--- config.mk ---
export PLATFORM = sky130hd
export DESIGN_NAME = bmd_divider
export DESIGN_NICKNAME = d
export VERILOG_FILES = /design/src/rtl/bmd_pkg.sv /design/src/rtl/bmd_divider.sv
export SDC_FILE = /design/constraint.sdc
export NUM_CORES = 1
export LEC_CHECK = 0
export ABC_AREA = 1
export BUFFER_PORTS_ARGS = -buffer_cell sky130_fd_sc_hd__buf_4
export CAP_MARGIN = 20
export CORE_MARGIN = 1
export CORE_UTILIZATION = 50
export DETAILED_ROUTE_END_ITERATION = 16
export HOLD_SLACK_MARGIN = 0.06
export PLACE_DENSITY = 0.78
export SYNTH_ARGS = -nofsm -noshare
export SYNTH_HDL_FRONTEND = slang
export SYNTH_SLANG_ARGS = --single-unit
--- constraint.sdc ---
create_clock -name clk_i -period 4.6 [get_ports clk_i]
set_input_delay 0.23 -clock clk_i [delete_from_list [all_inputs] [get_ports clk_i]]
set_output_delay 0.23 -clock clk_i [all_outputs]
set_load 0.05 [all_outputs]
--- src/rtl/bmd_pkg.sv ---
// ----------------------------------------------------------------------------
// bmd_pkg
// Shared types and constants of the block mean downsampler.
// ----------------------------------------------------------------------------
package bmd_pkg;

  // Running sum and saturating valid count kept for each output column
  localparam int SUM_W = 32;
  localparam int CNT_W = 9;
  localparam logic [CNT_W-1:0] CNT_MAX = '1;

  // Configuration port
  localparam int BS_W      = 5;
  localparam int IW_W      = 13;
  localparam int CFG_W     = 13;
  localparam int CFG_IDX_W = 1;
  localparam logic [CFG_IDX_W-1:0] REG_BLOCK_SIZE  = 1'b0;
  localparam logic [CFG_IDX_W-1:0] REG_IMAGE_WIDTH = 1'b1;
  localparam logic [BS_W-1:0] BS_RESET = 5'd1;
  localparam logic [IW_W-1:0] IW_RESET = 13'd4096;

  localparam int OUT_COL_W = 12;

  typedef struct packed {
    logic [SUM_W-1:0] sum;
    logic [CNT_W-1:0] cnt;
  } mem_entry_t;

  typedef struct packed {
    logic             start;
    logic [SUM_W-1:0] dividend;
    logic [CNT_W-1:0] divisor;
  } div_req_t;

  typedef struct packed {
    logic             idle;
    logic             done;
    logic [SUM_W-1:0] quot;
    logic [CNT_W-1:0] rem;
  } div_rsp_t;

  typedef enum logic [2:0] {
    DIV_IDLE = 3'b001,
    DIV_RUN  = 3'b010,
    DIV_DONE = 3'b100
  } div_state_e;

endpackage

--- src/rtl/bmd_divider.sv ---
// ----------------------------------------------------------------------------
// bmd_divider
// Unsigned restoring divider, one quotient bit per cycle. A divisor of zero
// or one bypasses the iteration and goes straight to the done state.
// ----------------------------------------------------------------------------
module bmd_divider (
  input  logic               clk_i,
  input  logic               rst_ni,
  input  bmd_pkg::div_req_t  req_i,
  input  logic               ack_i,
  output bmd_pkg::div_rsp_t  rsp_o
);

  localparam int SW = bmd_pkg::SUM_W;
  localparam int CW = bmd_pkg::CNT_W;
  localparam int IW = $clog2(SW);

  bmd_pkg::div_state_e state_q, state_d;
  logic [IW-1:0] step_q;
  logic [SW-1:0] num_q;
  logic [CW-1:0] rem_q;
  logic [CW-1:0] div_q;

  logic [CW:0]   trial;
  logic          fits;
  logic [CW:0]   diff;

  assign trial = {rem_q, num_q[SW-1]};
  assign fits  = trial >= {1'b0, div_q};
  assign diff  = trial - {1'b0, div_q};

  always_comb begin
    state_d = state_q;
    case (state_q)
      bmd_pkg::DIV_IDLE: begin
        if (req_i.start) begin
          state_d = (req_i.divisor <= CW'(1)) ? bmd_pkg::DIV_DONE : bmd_pkg::DIV_RUN;
        end
      end
      bmd_pkg::DIV_RUN: begin
        if (step_q == IW'(SW - 1)) state_d = bmd_pkg::DIV_DONE;
      end
      bmd_pkg::DIV_DONE: begin
        if (ack_i) state_d = bmd_pkg::DIV_IDLE;
      end
      default: state_d = bmd_pkg::DIV_IDLE;
    endcase
  end

  always_ff @(posedge clk_i or negedge rst_ni) begin
    if (!rst_ni) begin
      state_q <= bmd_pkg::DIV_IDLE;
      step_q  <= '0;
    end else begin
      state_q <= state_d;
      if (state_q == bmd_pkg::DIV_IDLE) step_q <= '0;
      else if (state_q == bmd_pkg::DIV_RUN) step_q <= step_q + IW'(1);
    end
  end

  // Quotient bits shift into num_q as the dividend bits shift out
  always_ff @(posedge clk_i) begin
    if (state_q == bmd_pkg::DIV_IDLE && req_i.start) begin
      num_q <= req_i.dividend;
      rem_q <= '0;
      div_q <= req_i.divisor;
    end else if (state_q == bmd_pkg::DIV_RUN) begin
      num_q <= {num_q[SW-2:0], fits};
      rem_q <= fits ? diff[CW-1:0] : trial[CW-1:0];
    end
  end

  assign rsp_o.idle = (state_q == bmd_pkg::DIV_IDLE);
  assign rsp_o.done = (state_q == bmd_pkg::DIV_DONE);
  assign rsp_o.quot = num_q;
  assign rsp_o.rem  = rem_q;

endmodule

==> impl_metrics.ini <==
[critical_path]
cp.required_ns = 4.81
arrival_ns = 3.22
startpoint = state_q[0]$_DFFE_PN1P_
ff2ff_setup_slack_ns = 1.59
crit_fanout = 41
crit_type = reg -> reg
cp-end-kind = flip-flop
startpoint_type = flip-flop
reg2reg_from = state_q[0]$_DFFE_PN1P_

[detailed_routing]
routed_wl_um = 6794
vias = 2567
drt-pass1-iter-count = 5
drc = 0
drt_iter0_drc = 237
wl_per_cell_um = 13.22
postRouteAntennaNets = 0
via_per_inst = 4.994
met3_length_um = 490
route.met2.wl_um = 3196
wl_met1_um = 3041
highest_layer = met4

[cells_and_area]
drive_above_1_share_pct = 25.11
antennaDiodeCount = 0
postLayoutCoreUtil_pct = 68.59
fillers = 473
area_growth_pct = 29.92
final_common_cell = nand2_1
final_nets = 494
final_cell_mix = nand2_1, buf_4, edfxtp_1
ff_latch_area_um2 = 1613
multiInputGateArea_um2 = 1169

[die]
num_rows = 27
ios = 88
fp.coreArea_um2 = 5608
initial_core_util_pct = 52.79
die_w_um = 78.95
die_y_um = 78.95
dieArea_um2 = 6232

[yosys]
synth.mux.area_fraction_pct = 0
ys_seq_area_share_pct = 54.48
synth-compound-area-share_pct = 2.790
synth-seq-cells = 58
synth_fp_nets = 403
ys_warn_count = 0
synth-simple-area-share_pct = 30.18
synthAdderAreaFrac_pct = 5.325
ys_types = 28
synth-xor-area-share_pct = 1.183
synthCells = 346
syn_avg_cell_area_um2 = 8.556
synth_area_um2 = 2960
synth_top_family_by_area = simple AND/OR/NAND/NOR gates

[clock_network]
cts_tree = built
cts-root-buf = clkbuf_8
clkSlewWorstSetupHoldPaths_ns = 0.06
numClockSinks = 58
clockBufferDepth = 2
numCtsBuffers = 9
ctsResizeCount = 0
clk_latency_ns = 0.32
htreeDepth = 3

[sta]
relSlewSlack_pct = 36.39
period_minus_slack_ns = 3.011
max_freq_mhz = 332.2
rsz0062_at_grt = no
fin_setup_tns_ns = 0
fin_crit_sh_pct = 65.45
tightest_slew_ns = 0.9489
final_hold_viol_count = 0
slew_violations = 0
fin_worst_skew_ns = 0.006403
setup_viol = 0

[worst_hold_path]
hold_class = in -> reg
hold_path_startpoint = req_i[0]

[power]
power.density_nw_per_um2 = 859.4
ir_drop_mv = 0.5872
leakagePower_uw = 0.001944

[global_route]
grt_pass1_wl_um = 11070
grt_max_degree = 42
grt_remaining_overflow = 0
grt_pass1_vias = 2371
antenna_found_initial = 0
grt_use_total_pct = 23.59

[placed_design]
post-dp-hpwl_um = 5116
globalplace.congestion = 0.8534
portBuffers = 87

[job]
maxCapViolCount = 0

[outcome]
status = finished clean
## power by group
group	total, uW	internal, uW	switching [uW]
Sequential	1070	901	165
Combinational	1830	536	1300
Clock	407	222	185
Total	3310	1660	1650
## logic make-up after synthesis
kind of cell | Yosys count
XOR/XNOR | 4
buffers and inverters | 44
AND/OR/NAND/NOR | 214
flip-flops | 58
AO/OA/AOI/OAI | 14
adder cells (fa/ha/maj) | 12
## per-layer routing
| layer | vias to the layer above | track usage (%) |
|---|---|---|
| met5 | - | 0 |
| met4 | 0 | 7.091 |
| met3 | 5 | 6.207 |
| met2 | 107 | 36.61 |
| met1 | 1166 | 32.57 |
| li1 | 1289 | - |
## critical path, cell delays in order, from the launching register on
cell and delay, ns:
dfstp_2 0.56, inv_2 0.05, nor3_4 0.18, inv_2 0.09
nor2_4 0.70, inv_2 0.46, nand2_1 0.15, buf_4 0.39
inv_2 0.16, nand2_1 0.09, nand2_1 0.06
## flip-flops by register name, summed over array words and instances, names as in the netlist
name / count
num_q: 32
div_q: 9
rem_q: 9
step_q: 5
state_q: 3
## synthesized netlist by cell type
cell type / instances / area, um2
inv_1: 31 / 116.4
xor2_1: 2 / 17.52
or2_2: 1 / 6.260
nor3_2: 1 / 10.01
o31ai_1: 1 / 7.510
a22o_1: 2 / 17.52
nor3_4: 1 / 16.27
xnor2_1: 2 / 17.52
o21ai_0: 4 / 20.02
dfstp_2: 1 / 26.28
ha_1: 11 / 137.6
a21oi_1: 5 / 25.02
nor3_1: 1 / 5.000
nand3b_1: 9 / 67.56
dfxtp_1: 9 / 180.2
a31oi_1: 1 / 6.260
inv_2: 4 / 15.01
dfrtp_1: 7 / 175.2
o22ai_1: 1 / 6.260
fa_1: 1 / 20.02
nand2_1: 166 / 623.1
buf_2: 8 / 40.04
nor2_4: 1 / 11.26
nand2_2: 1 / 6.260
edfxtp_1: 41 / 1231
nand3_1: 19 / 95.09
nor2_1: 14 / 52.55
buf_4: 1 / 7.510
## layout make-up
type / instances / area share [%]
clock inverter: 3 / 0.3578
inverter: 35 / 3.416
tap: 72 / 2.342
sequential: 58 / 41.93
multi-input combinational: 244 / 30.38
clock buffer: 13 / 4.131
timing repair buffer: 89 / 17.44
## worst paths after layout
path                                          end  depth (start not counted)
setup / recovery            rem_q[1]$_SDFFE_PP0P_                         10
hold / removal                 div_q[0]$_DFFE_PP_                          1
max in group asynchronous  state_q[0]$_DFFE_PN1P_                          2
hold reg to reg             rem_q[8]$_SDFFE_PP0P_                          2
min in group asynchronous   step_q[0]$_DFFE_PN0N_                          2
setup reg to reg            rem_q[1]$_SDFFE_PP0P_                         10
## stage by stage
| step | power, uW | worst slack [ns] | instances | instance area [um2] | hold slack (ns) |
|---|---|---|---|---|---|
| after global placement | 2859 | 1.691 | 497 | 3664 | 0.05180 |
| final | 3305 | 1.589 | 514 | 3846 | 0.08043 |
| after detailed placement | 2900 | 1.571 | 497 | 3664 | 0.05453 |
| after global routing | 3510 | 1.296 | 514 | 3846 | 0.06049 |
| after CTS | 3313 | 1.553 | 514 | 3846 | 0.06938 |
| after floorplan | 2382 | 2.031 | 346 | 2960 | -0.06559 |
## timing repair
| item | 4_1_cts | 5_1_grt |
|---|---|---|
| buffers inserted | 0 | 0 |
| hold buffers | 1 | 0 |
| endpoints found under the hold margin | 8 | 0 |
| endpoints found under the setup margin | 0 | 0 |
No activity file was read; power rests on OpenSTA's default activity.
